<file path="src/sv/ohlc_pkg.sv">
package ohlc_pkg;

   localparam int EPOCH_W  = 32;
   localparam int PRICE_W  = 40;
   localparam int PERIOD_W = 17;
   localparam int GAP_W    = 31;
   localparam int CSR_W    = 32;

   localparam logic [PERIOD_W-1:0] CANDLE_SECONDS_RESET  = 17'd300;
   localparam logic [EPOCH_W-1:0]  VALID_EPOCH_MIN_RESET = 32'd1600000000;
   localparam logic [GAP_W-1:0]    GAP_MAX               = 31'h7FFF_FFFF;

   // Register indexes on the csr port
   localparam logic CSR_CANDLE_SECONDS  = 1'b0;
   localparam logic CSR_VALID_EPOCH_MIN = 1'b1;

   typedef enum logic [1:0] {
      ST_IDLE,
      ST_DIV,
      ST_UPDATE,
      ST_FINISH
   } state_type;

   // Divider status toward the sequencer
   typedef struct packed {
      logic                busy;
      logic [EPOCH_W-1:0]  quotient;
      logic [PERIOD_W-1:0] remainder;
   } div_status_type;

endpackage

</file>
<file path="src/sv/ohlc_div.sv">
module ohlc_div (
   input  logic                            clock,
   input  logic                            reset,
   input  logic                            start,
   input  logic [ohlc_pkg::EPOCH_W-1:0]    dividend,
   input  logic [ohlc_pkg::PERIOD_W-1:0]   divisor,
   output ohlc_pkg::div_status_type        status
);

   localparam int CNT_W = $clog2(ohlc_pkg::EPOCH_W);

   logic                            busy_ff;
   logic [CNT_W-1:0]                count_ff;
   logic [ohlc_pkg::EPOCH_W-1:0]    dq_ff;
   logic [ohlc_pkg::PERIOD_W-1:0]   rem_ff;
   logic [ohlc_pkg::PERIOD_W-1:0]   divisor_ff;

   logic [ohlc_pkg::PERIOD_W:0]     trial;
   logic [ohlc_pkg::PERIOD_W+1:0]   diff;
   logic                            fits;

   // One quotient bit per cycle: shift in the next dividend bit, try a subtract
   assign trial = {rem_ff, dq_ff[ohlc_pkg::EPOCH_W-1]};
   assign diff  = {1'b0, trial} - {2'b00, divisor_ff};
   assign fits  = ~diff[ohlc_pkg::PERIOD_W+1];

   always_ff @(posedge clock) begin
      if (reset) begin
         busy_ff <= 1'b0;
      end else if (start) begin
         busy_ff <= 1'b1;
      end else if (busy_ff && (count_ff == CNT_W'(ohlc_pkg::EPOCH_W - 1))) begin
         busy_ff <= 1'b0;
      end
   end

   always_ff @(posedge clock) begin
      if (start) begin
         count_ff   <= '0;
         dq_ff      <= dividend;
         rem_ff     <= '0;
         divisor_ff <= divisor;
      end else if (busy_ff) begin
         count_ff <= count_ff + CNT_W'(1);
         dq_ff    <= {dq_ff[ohlc_pkg::EPOCH_W-2:0], fits};
         rem_ff   <= fits ? diff[ohlc_pkg::PERIOD_W-1:0] : trial[ohlc_pkg::PERIOD_W-1:0];
      end
   end

   assign status.busy      = busy_ff;
   assign status.quotient  = dq_ff;
   assign status.remainder = rem_ff;

endmodule

</file>
<file path="src/sv/ohlc_candle_aggregator.sv">
// An accepted request passes through the bit-serial bucket division, a step that
// sees the divider finish, an update and a step that forms the gap, in that order.
// The single-bit-per-cycle divider takes one request at a time: req_ready is high
// only while idle, and the update waits until the result register is free.
// Reset (synchronous, active high): period 300 s, epoch threshold 1600000000,
// no candle forming, no bucket closed, no result pending.
module ohlc_candle_aggregator (
   input  logic                            clock,
   input  logic                            reset,

   input  logic                            req_valid,
   output logic                            req_ready,
   input  logic [ohlc_pkg::EPOCH_W-1:0]    req_now_epoch,
   input  logic [ohlc_pkg::PRICE_W-1:0]    req_price,
   input  logic                            req_price_valid,

   output logic                            rsp_valid,
   input  logic                            rsp_ready,
   output logic                            rsp_tick_accepted,
   output logic                            rsp_closed_valid,
   output logic [ohlc_pkg::EPOCH_W-1:0]    rsp_closed_start,
   output logic [ohlc_pkg::PRICE_W-1:0]    rsp_closed_open,
   output logic [ohlc_pkg::PRICE_W-1:0]    rsp_closed_high,
   output logic [ohlc_pkg::PRICE_W-1:0]    rsp_closed_low,
   output logic [ohlc_pkg::PRICE_W-1:0]    rsp_closed_last,
   output logic                            rsp_gap_flag,
   output logic [ohlc_pkg::GAP_W-1:0]      rsp_gap_count,

   input  logic                            csr_write_en,
   input  logic                            csr_index,
   input  logic [ohlc_pkg::CSR_W-1:0]      csr_wdata
);

   // ---------------------------------------------------------------------
   // Configuration registers
   // ---------------------------------------------------------------------
   logic [ohlc_pkg::PERIOD_W-1:0]   candle_seconds_ff;
   logic [ohlc_pkg::EPOCH_W-1:0]    valid_epoch_min_ff;
   logic                            clear_candles;

   assign clear_candles = csr_write_en && (csr_index == ohlc_pkg::CSR_CANDLE_SECONDS);

   always_ff @(posedge clock) begin
      if (reset) begin
         candle_seconds_ff  <= ohlc_pkg::CANDLE_SECONDS_RESET;
         valid_epoch_min_ff <= ohlc_pkg::VALID_EPOCH_MIN_RESET;
      end else if (csr_write_en) begin
         unique case (csr_index)
            ohlc_pkg::CSR_CANDLE_SECONDS:
               candle_seconds_ff <= csr_wdata[ohlc_pkg::PERIOD_W-1:0];
            ohlc_pkg::CSR_VALID_EPOCH_MIN:
               valid_epoch_min_ff <= csr_wdata[ohlc_pkg::EPOCH_W-1:0];
            default: ;
         endcase
      end
   end

   // ---------------------------------------------------------------------
   // Sequencer: IDLE -> DIV -> UPDATE -> FINISH -> IDLE
   // ---------------------------------------------------------------------
   ohlc_pkg::state_type      state_ff;
   ohlc_pkg::state_type      state_in;
   logic                     div_start;
   logic                     update_en;
   logic                     finish_en;
   ohlc_pkg::div_status_type div_status;
   logic                     rsp_valid_ff;

   always_ff @(posedge clock) begin
      if (reset) begin
         state_ff <= ohlc_pkg::ST_IDLE;
      end else begin
         state_ff <= state_in;
      end
   end

   always_comb begin
      state_in  = state_ff;
      req_ready = 1'b0;
      div_start = 1'b0;
      update_en = 1'b0;
      finish_en = 1'b0;
      unique case (state_ff)
         ohlc_pkg::ST_IDLE: begin
            req_ready = 1'b1;
            if (req_valid) begin
               div_start = 1'b1;
               state_in  = ohlc_pkg::ST_DIV;
            end
         end
         ohlc_pkg::ST_DIV: begin
            // Divider raises busy at the accepting edge; leave when it drops
            if (!div_status.busy) begin
               state_in = ohlc_pkg::ST_UPDATE;
            end
         end
         ohlc_pkg::ST_UPDATE: begin
            // Hold until the output register is free or is emptied at this edge
            if (!rsp_valid_ff || rsp_ready) begin
               update_en = 1'b1;
               state_in  = ohlc_pkg::ST_FINISH;
            end
         end
         ohlc_pkg::ST_FINISH: begin
            finish_en = 1'b1;
            state_in  = ohlc_pkg::ST_IDLE;
         end
         default: state_in = ohlc_pkg::ST_IDLE;
      endcase
   end

   // ---------------------------------------------------------------------
   // Request capture and bucket division
   // ---------------------------------------------------------------------
   logic [ohlc_pkg::EPOCH_W-1:0]    now_ff;
   logic [ohlc_pkg::PRICE_W-1:0]    price_ff;
   logic                            price_valid_ff;
   logic                            time_ok_ff;
   logic [ohlc_pkg::PERIOD_W-1:0]   period_used;

   // A zero period behaves as one second
   assign period_used = (candle_seconds_ff == '0) ? ohlc_pkg::PERIOD_W'(1) : candle_seconds_ff;

   always_ff @(posedge clock) begin
      if (div_start) begin
         now_ff         <= req_now_epoch;
         price_ff       <= req_price;
         price_valid_ff <= req_price_valid;
         time_ok_ff     <= (req_now_epoch >= valid_epoch_min_ff);
      end
   end

   ohlc_div u_div (
      .clock    (clock),
      .reset    (reset),
      .start    (div_start),
      .dividend (req_now_epoch),
      .divisor  (period_used),
      .status   (div_status)
   );

   // ---------------------------------------------------------------------
   // Candle state
   // ---------------------------------------------------------------------
   logic [ohlc_pkg::EPOCH_W-1:0]    bucket;
   logic [ohlc_pkg::EPOCH_W-1:0]    bucket_open;
   logic                            tick_ok;

   logic                            forming_valid_ff;
   logic [ohlc_pkg::EPOCH_W-1:0]    forming_start_ff;
   logic [ohlc_pkg::EPOCH_W-1:0]    forming_bucket_ff;
   logic [ohlc_pkg::PRICE_W-1:0]    forming_open_ff;
   logic [ohlc_pkg::PRICE_W-1:0]    forming_high_ff;
   logic [ohlc_pkg::PRICE_W-1:0]    forming_low_ff;
   logic [ohlc_pkg::PRICE_W-1:0]    forming_last_ff;
   logic                            last_closed_valid_ff;
   logic [ohlc_pkg::EPOCH_W-1:0]    last_closed_index_ff;
   logic                            later_bucket;
   logic                            advance_closed;

   assign bucket      = div_status.quotient;
   // bucket * period equals the epoch less the remainder
   assign bucket_open = now_ff - {{(ohlc_pkg::EPOCH_W-ohlc_pkg::PERIOD_W){1'b0}},
                                  div_status.remainder};
   assign tick_ok     = price_valid_ff && time_ok_ff;
   // The period is fixed while a candle forms, so bucket order matches start order
   assign later_bucket   = bucket > forming_bucket_ff;
   assign advance_closed = !last_closed_valid_ff || (forming_bucket_ff > last_closed_index_ff);

   // Valid bits: clear on reset and on a period write
   always_ff @(posedge clock) begin
      if (reset) begin
         forming_valid_ff     <= 1'b0;
         last_closed_valid_ff <= 1'b0;
      end else if (clear_candles) begin
         forming_valid_ff     <= 1'b0;
         last_closed_valid_ff <= 1'b0;
      end else if (update_en && tick_ok) begin
         forming_valid_ff <= 1'b1;
         if (forming_valid_ff && later_bucket) begin
            last_closed_valid_ff <= 1'b1;
         end
      end
   end

   always_ff @(posedge clock) begin
      if (update_en && tick_ok) begin
         if (!forming_valid_ff || later_bucket) begin
            // Open a fresh candle
            forming_start_ff  <= bucket_open;
            forming_bucket_ff <= bucket;
            forming_open_ff   <= price_ff;
            forming_high_ff   <= price_ff;
            forming_low_ff    <= price_ff;
            forming_last_ff   <= price_ff;
            if (forming_valid_ff && advance_closed) begin
               last_closed_index_ff <= forming_bucket_ff;
            end
         end else begin
            // Same or earlier bucket: extend the forming candle
            if (price_ff > forming_high_ff) begin
               forming_high_ff <= price_ff;
            end
            if (price_ff < forming_low_ff) begin
               forming_low_ff <= price_ff;
            end
            forming_last_ff <= price_ff;
         end
      end
   end

   // ---------------------------------------------------------------------
   // Result register
   // ---------------------------------------------------------------------
   logic                            rsp_tick_accepted_ff;
   logic                            rsp_closed_valid_ff;
   logic [ohlc_pkg::EPOCH_W-1:0]    rsp_closed_start_ff;
   logic [ohlc_pkg::PRICE_W-1:0]    rsp_closed_open_ff;
   logic [ohlc_pkg::PRICE_W-1:0]    rsp_closed_high_ff;
   logic [ohlc_pkg::PRICE_W-1:0]    rsp_closed_low_ff;
   logic [ohlc_pkg::PRICE_W-1:0]    rsp_closed_last_ff;
   logic                            rsp_gap_flag_ff;
   logic [ohlc_pkg::GAP_W-1:0]      rsp_gap_count_ff;

   logic [ohlc_pkg::EPOCH_W-1:0]    gap_diff;
   logic                            gap_hit;

   // Gap is measured against the last closed bucket after this request's update
   assign gap_diff = bucket - last_closed_index_ff;
   assign gap_hit  = time_ok_ff && last_closed_valid_ff && (bucket > last_closed_index_ff)
                     && (gap_diff > ohlc_pkg::EPOCH_W'(1));

   always_ff @(posedge clock) begin
      if (reset) begin
         rsp_valid_ff <= 1'b0;
      end else if (finish_en) begin
         rsp_valid_ff <= 1'b1;
      end else if (rsp_ready) begin
         rsp_valid_ff <= 1'b0;
      end
   end

   always_ff @(posedge clock) begin
      if (update_en) begin
         rsp_tick_accepted_ff <= tick_ok;
         if (tick_ok && forming_valid_ff && later_bucket) begin
            rsp_closed_valid_ff <= 1'b1;
            rsp_closed_start_ff <= forming_start_ff;
            rsp_closed_open_ff  <= forming_open_ff;
            rsp_closed_high_ff  <= forming_high_ff;
            rsp_closed_low_ff   <= forming_low_ff;
            rsp_closed_last_ff  <= forming_last_ff;
         end else begin
            rsp_closed_valid_ff <= 1'b0;
            rsp_closed_start_ff <= '0;
            rsp_closed_open_ff  <= '0;
            rsp_closed_high_ff  <= '0;
            rsp_closed_low_ff   <= '0;
            rsp_closed_last_ff  <= '0;
         end
      end
      if (finish_en) begin
         rsp_gap_flag_ff <= gap_hit;
         if (!gap_hit) begin
            rsp_gap_count_ff <= '0;
         end else if (gap_diff[ohlc_pkg::EPOCH_W-1]) begin
            // Saturate a huge gap
            rsp_gap_count_ff <= ohlc_pkg::GAP_MAX;
         end else begin
            rsp_gap_count_ff <= gap_diff[ohlc_pkg::GAP_W-1:0];
         end
      end
   end

   assign rsp_valid         = rsp_valid_ff;
   assign rsp_tick_accepted = rsp_tick_accepted_ff;
   assign rsp_closed_valid  = rsp_closed_valid_ff;
   assign rsp_closed_start  = rsp_closed_start_ff;
   assign rsp_closed_open   = rsp_closed_open_ff;
   assign rsp_closed_high   = rsp_closed_high_ff;
   assign rsp_closed_low    = rsp_closed_low_ff;
   assign rsp_closed_last   = rsp_closed_last_ff;
   assign rsp_gap_flag      = rsp_gap_flag_ff;
   assign rsp_gap_count     = rsp_gap_count_ff;

`ifndef SYNTHESIS
   // A closed candle is only reported for an accepted tick
   assert property (@(posedge clock) disable iff (reset)
      rsp_valid && rsp_closed_valid |-> rsp_tick_accepted)
      else $error("closed candle reported for a dropped tick");

   // A flagged gap spans at least two buckets; an unflagged one reads zero
   assert property (@(posedge clock) disable iff (reset)
      rsp_valid |-> (rsp_gap_flag ? (rsp_gap_count > ohlc_pkg::GAP_W'(1))
                                  : (rsp_gap_count == '0)))
      else $error("gap count disagrees with gap flag");

   // Low never exceeds high in a reported candle
   assert property (@(posedge clock) disable iff (reset)
      rsp_valid && rsp_closed_valid |-> rsp_closed_low <= rsp_closed_high)
      else $error("closed candle low above high");

   // The divider is never busy while the sequencer is idle
   assert property (@(posedge clock) disable iff (reset)
      state_ff == ohlc_pkg::ST_IDLE |-> !div_status.busy)
      else $error("divider busy while sequencer idle");

   // The forming candle is dropped only by a period write
   assert property (@(posedge clock) disable iff (reset)
      $fell(forming_valid_ff) |-> $past(clear_candles))
      else $error("forming candle lost without a period write");
`endif

endmodule
</file>
<file path="config.mk">
export PLATFORM = sky130hd
export DESIGN_NAME = ohlc_candle_aggregator
export DESIGN_NICKNAME = d
export VERILOG_FILES = /design/src/sv/ohlc_pkg.sv /design/src/sv/ohlc_div.sv /design/src/sv/ohlc_candle_aggregator.sv
export SDC_FILE = /design/constraint.sdc
export NUM_CORES = 1
export LEC_CHECK = 0
export BUFFER_PORTS_ARGS = -buffer_cell sky130_fd_sc_hd__buf_4
export CORE_ASPECT_RATIO = 0.9
export CORE_MARGIN = 10
export CORE_UTILIZATION = 30
export DETAILED_ROUTE_END_ITERATION = 10
export PLACE_DENSITY_LB_ADDON = 0.2
export SETUP_SLACK_MARGIN = 0.4
export SLEW_MARGIN = 20
export SYNTH_ARGS = -nofsm -noshare
export SYNTH_HDL_FRONTEND = slang
export SYNTH_SLANG_ARGS = --single-unit
</file>
<file path="constraint.sdc">
create_clock -name clock -period 18.5 [get_ports clock]
set_clock_uncertainty 0.15 [all_clocks]
set_input_delay 0 -clock clock [delete_from_list [all_inputs] [get_ports clock]]
set_output_delay 0 -clock clock [all_outputs]
set_load 0.03 [all_outputs]
</file>
# Yosys cells after proc, flatten, opt, wreduce, memory -nomap -nowiden
# Cells that the tools add are included.
# classes
n_addsub,4
n_lt_le_gt_ge,7
n_eq_ne,7
muxes,23
bitwise_logic,2
n_reduce_logical,33
# op_table
operator,n
40-bit 2-to-1 mux,4
32-bit > comparator,3
32-bit 2-to-1 mux,2
40-bit > comparator,1
40-bit < comparator,1
32-bit greater-or-equal comparator,1
32-bit by 1-bit > comparator with 1-bit output (second input constant),1
32-bit by 17-bit subtractor with 32-bit output,1
32-bit subtractor,1
31-bit 2-to-1 mux,1
18-bit by 17-bit subtractor with 19-bit output,1
17-bit logical NOT,1
17-bit 2-to-1 mux,1
2-bit AND reduction,6
1-bit logical AND,11
1-bit 2-to-1 mux,11
2-bit nonzero test,5
2-bit one-hot mux with 4 select lines,1
2-bit 2-to-1 mux,3
2-bit != test (second input constant),3
3-bit AND reduction,2
5-bit by 1-bit adder with 5-bit output (second input constant),1
5-bit equality test (second input constant),1
2-bit equality test (second input constant),2
other kinds (6),11
# totals
ff_bits,682
in_bits,111
output_inout_bits,228
word_cells,107

# Logic depth before layout (Yosys ltp)
# logic_depth
word_depth,6
ltp_mapped,14
depth_no_buf,13

# Hierarchy
# A second synthesis with hierarchy kept.
# unflattened
cells_unflattened,2505
hier_area_um2,31765.5
# modules_own_cells
module,n_inst,cells_per_inst,area_per_inst_um2,seq_area_each_um2
ohlc_candle_aggregator,1,2166,27809.2,17777.0
ohlc_div,1,339,3956.3,1931.9

# Worst setup path before layout
# OpenSTA, ideal clock, no wires.
# synth_path
path_kind,register -> register
startpoint,register state_ff[0]
endpoint,register forming_high_ff[0] in the netlist's numbering (enable)
setup_time_ns,0.406
arrival_ns,12.679
required_ns,17.944
path_slack_ns,5.266
path_stages_with_launch,9
n_path_buf,0
synth_period_minus_slack_ns,13.234
path_cell_list,dfxtp_1 -> inv_1 -> ha_1 -> and2_1 -> nand2_1 -> inv_1 -> nand2_1 -> nor2_1 -> a311o_1
# synth_between
elab_chain_cells,4
# synth_lines
element,line,text
start: declaration,ohlc_candle_aggregator.sv:61,ohlc_pkg::state_type state_ff;
start signal: assignment,ohlc_candle_aggregator.sv:71,state_ff <= ohlc_pkg::ST_IDLE;
start signal: assignment,ohlc_candle_aggregator.sv:73,state_ff <= state_in;
2-bit equality test,ohlc_candle_aggregator.sv:83,unique case (state_ff)
1-bit 2-to-1 mux,ohlc_candle_aggregator.sv:83,
via update_en,ohlc_candle_aggregator.sv:64,logic update_en;
1-bit logical AND,ohlc_candle_aggregator.sv:187,if (update_en && tick_ok) begin
2-bit AND reduction (no line),--,
end signal: assignment,ohlc_candle_aggregator.sv:193,forming_high_ff <= price_ff;
end signal: assignment,ohlc_candle_aggregator.sv:202,forming_high_ff <= price_ff;
end: declaration,ohlc_candle_aggregator.sv:153,logic [ohlc_pkg::PRICE_W-1:0] forming_high_ff;
# The timed path passes the listed nets, and every way through them passes these cells.
# A chain may end at the register's enable or synchronous reset.

# Worst setup path after layout
# layout_path
startpoint,register u_div.dq_ff[9] in the netlist's numbering
endpoint,register rsp_closed_last_ff (netlist bit rsp_closed_last[24]) (data pin)
# layout_between
elab_chain_cells,2
# layout_lines
element,line,text
start: declaration,ohlc_div.sv:14,logic [ohlc_pkg::EPOCH_W-1:0] dq_ff;
start signal: assignment,ohlc_div.sv:40,dq_ff <= dividend;
start signal: assignment,ohlc_div.sv:45,"dq_ff <= {dq_ff[ohlc_pkg::EPOCH_W-2:0], fits};"
32-bit > comparator,ohlc_candle_aggregator.sv:167,assign later_bucket = bucket > forming_bucket_ff;
1-bit logical AND,ohlc_candle_aggregator.sv:246,if (tick_ok && forming_valid_ff && later_bucket) begin
end signal: assignment,ohlc_candle_aggregator.sv:252,rsp_closed_last_ff <= forming_last_ff;
end: declaration,ohlc_candle_aggregator.sv:221,logic [ohlc_pkg::PRICE_W-1:0] rsp_closed_last_ff;
# No other way between the ends.

==> impl_metrics.env <==
export IMPL_place_area_um2=35800
export IMPL_place_inst=4226
export IMPL_htree_levels=3
export IMPL_io_buffers=338
export IMPL_die_w_um=363
export IMPL_grt_pass1_wl_um=138000
export IMPL_start_kind="register"
export IMPL_syn_area_um2=31700
export IMPL_routed_via_density=4.68
export IMPL_ant_nets=0
export IMPL_wl_per_cell_um=20.2
export IMPL_cts_root_buf="clkbuf_16"
export IMPL_final_area_um2=40800
export IMPL_drcViolationCount=0
export IMPL_setup_viol=0
export IMPL_power_density_nw_per_um2=143
export IMPL_critical_path_most_common_cell="a21o_1"
export IMPL_first_global_vias=21600
export IMPL_p_leak_uw=0.0164
export IMPL_synthesis_nets=2951
export IMPL_slowest_stage="buf_4"
export IMPL_synthesis_instances=2590
export IMPL_p_sw_frac=0.360
export IMPL_rsz0062_at_grt="no"
export IMPL_met1Wirelength_um=42100
export IMPL_fin_nets=3518
export IMPL_final_cell_mix="edfxtp_1 (605), buf_4 (352), nand2_1 (262), ha_1 (247), inv_1 (236)"
export IMPL_first_pass_iters=5
export IMPL_antenna_found_initial=7
export IMPL_ys_seq_area_frac=0.622
export IMPL_die_h_um=328
export IMPL_drive_gt1_frac=0.159
export IMPL_clkTransAtPathRegs_ns=0.06
export IMPL_synth_seq_cells=682
export IMPL_slew_viol_final=0
export IMPL_detailed_place_hpwl_um=65400
export IMPL_ys_async_sr_fraction=0
export IMPL_tns_ns=0
export IMPL_synth_flop_cell="edfxtp_1"
export IMPL_row_count=113
export IMPL_grt_use_total=0.152
export IMPL_final_common_cell="edfxtp_1"
export IMPL_cts_tree="yes"
export IMPL_place_congestion=0.824
export IMPL_p_sw_uw=2100
export IMPL_ys_types=66
export IMPL_post_cts_resized=0
export IMPL_fin_crit_sh=0.259
export IMPL_worstHoldPathType="input pin to register"
export IMPL_tightestPinTransition_ns=1.08
export IMPL_initial_core_util=0.301
export IMPL_max_freq_mhz=209
export IMPL_wl_um=92800
export IMPL_pwr_share_seq=0.389
export IMPL_synth_edf_count=605
export IMPL_wl_met2_um=43300
export IMPL_slew_headroom=0.272
export IMPL_p_comb_frac=0.332
export IMPL_stdcell_count=4601
export IMPL_avgSynthCellArea_um2=12.2
export IMPL_cts_buffers=81
export IMPL_min_period_ns=4.80
export IMPL_worstPathMaxFanout=80
export IMPL_top_layer_used="met5"
export IMPL_dieArea_um2=119000
export IMPL_gr_total_overflow=0
export IMPL_clkPwrFrac=0.279
export IMPL_yosysWarnings=0
export IMPL_ios=339
export IMPL_ctsHoldBuffers=227
export IMPL_vias=21500
export IMPL_max_stage_delay_ns=0.75
export IMPL_grt_max_degree=167
export IMPL_worstPathCellList="ha_1 > a21o_1 > a21o_1 > a21o_1 > a21o_1 > a211o_1 > a221o_1 > a211oi_4 > buf_4 > nor2_4 > buf_4 > and2_1"
export IMPL_clkLatencyLatePin_ns=0.64
export IMPL_arrival_ns=5.03
export IMPL_endpoint_kind="register"
export IMPL_syn2layout_area_growth_pct=28.8
export IMPL_hold_violations=0
export IMPL_drtIter0Drc=1188
export IMPL_required_ns=18.73
export IMPL_core_area_um2=105000
export IMPL_post_cts_buffers=0
export IMPL_maxCapViolCount=0
export IMPL_worstSetupPathType="register to register"
export IMPL_irDropWorstVdd_uv=77.9
export IMPL_cts_sinks=682
export IMPL_p_int_uw=3740
export IMPL_dr_wl_met3_um=5490
export IMPL_outcome="completed"
export IMPL_clk_path_buf_depth=3
==> kinds of logic (layout without fill, tap and decap cells) <==
kind of cell | count (synthesis) | in the layout | share of synthesized area
fa+ha+maj | 250 | 250 | 0.0994
flops | 682 | 682 | 0.622
mux | 24 | 24 | 0.00766
other cells | 0 | 1 | 0
xor+xnor | 58 | 58 | 0.0160
simple gates | 784 | 784 | 0.124
buf+inv | 336 | 966 | 0.0398
compound gates | 456 | 456 | 0.0907
==> synth_stat cells, types with 10 or more instances <==
library cell | number | area share
xnor2_1 | 33 | 0.0091
a21o_1 | 89 | 0.021
nand2_1 | 262 | 0.031
nand4_1 | 49 | 0.0097
a31oi_1 | 16 | 0.0032
a211o_1 | 10 | 0.0028
nand2b_1 | 15 | 0.0030
dfxtp_1 | 77 | 0.049
nor4_1 | 10 | 0.0020
nand3b_1 | 18 | 0.0043
and2_1 | 123 | 0.024
ha_1 | 247 | 0.098
nor2_1 | 103 | 0.012
clkbuf_1 | 93 | 0.011
inv_1 | 237 | 0.028
a211oi_1 | 11 | 0.0026
a21oi_1 | 170 | 0.027
and3_1 | 12 | 0.0024
o211ai_1 | 13 | 0.0031
o21ai_0 | 70 | 0.011
nand3_1 | 26 | 0.0041
mux2i_1 | 22 | 0.0069
edfxtp_1 | 605 | 0.57
o21a_1 | 18 | 0.0043
xor2_1 | 25 | 0.0069
nor3_1 | 98 | 0.015
nor2b_1 | 27 | 0.0053
==> power by group through the flow <==
stage / clock (uW) / sequential (uW) / combinational [uW]
after global placement: 0 / 2310 / 1910
after CTS: 1680 / 2280 / 1960
after global routing: 1730 / 2310 / 2140
after detailed placement: 0 / 2310 / 1910
final: 1630 / 2270 / 1940
after floorplan: 0 / 2450 / 1110
==> layer usage <==
| metal | up-vias | global-route usage |
|---|---|---|
| li1 | 10500 | - |
| met1 | 10400 | 0.201 |
| met2 | 522 | 0.250 |
| met3 | 115 | 0.0356 |
| met4 | 2 | 0.0366 |
| met5 | - | 0 |
==> worst max-delay path: cells and delay by family, from the launching register on <==
family                   cells  cell delay [ns]
buffers and inverters        2             1.18
adder cells (fa/ha/maj)      1             0.33
AND/OR/NAND/NOR              2             0.67
flip-flops                   1             0.43
AO/OA/AOI/OAI                7             1.63
==> state kept, by name, summed over array words and instances, names as in the netlist, 31 cells and up <==
signal                count
rsp_closed_start         32
rsp_gap_count            31
forming_bucket_ff        32
rsp_closed_low           40
last_closed_index_ff     32
rsp_closed_high          40
rsp_closed_open          40
rsp_closed_last          40
now_ff                   32
forming_open_ff          40
forming_low_ff           40
u_div.dq_ff              32
forming_last_ff          40
valid_epoch_min_ff       32
forming_start_ff         32
forming_high_ff          40
price_ff                 40
==> worst paths after layout <==
path / from / end / slack (ns) / cells past startpoint
worst max-delay path: u_div.dq_ff[9] / rsp_closed_last[24] / 13.70 / 12
worst min register to register: u_div.dq_ff[0] / forming_bucket_ff[0] / 0.30 / 0
worst max register to register: u_div.dq_ff[9] / rsp_closed_last[24] / 13.70 / 12
worst min-delay path: csr_wdata[17] / valid_epoch_min_ff[17] / 0.04 / 4
==> metrics by stage <==
stage | setup slack, ns | power (uW) | util | hold slack [ns]
2_1_floorplan | 5.27 | 3550 | - | -0.0511
3_3_place_gp | 13.69 | 4220 | 0.341 | 0.0287
3_5_place_dp | 13.66 | 4220 | 0.341 | 0.0298
4_1_cts | 13.64 | 5920 | 0.388 | 0.00482
5_1_grt | 13.40 | 6180 | 0.388 | 0.0248
6_report | 13.70 | 5830 | 0.388 | 0.0449
==> layout make-up <==
cell class | count | area (um2)
clock inverter | 44 | 514
inverter | 238 | 898
clock buffer | 102 | 2170
fill | 10100 | 64400
timing repair buffer | 582 | 4970
sequential | 682 | 19700
tap | 1380 | 1730
multi-input combinational | 1572 | 10800
antenna | 1 | 2.50
Power figures use the tool's default switching activity.
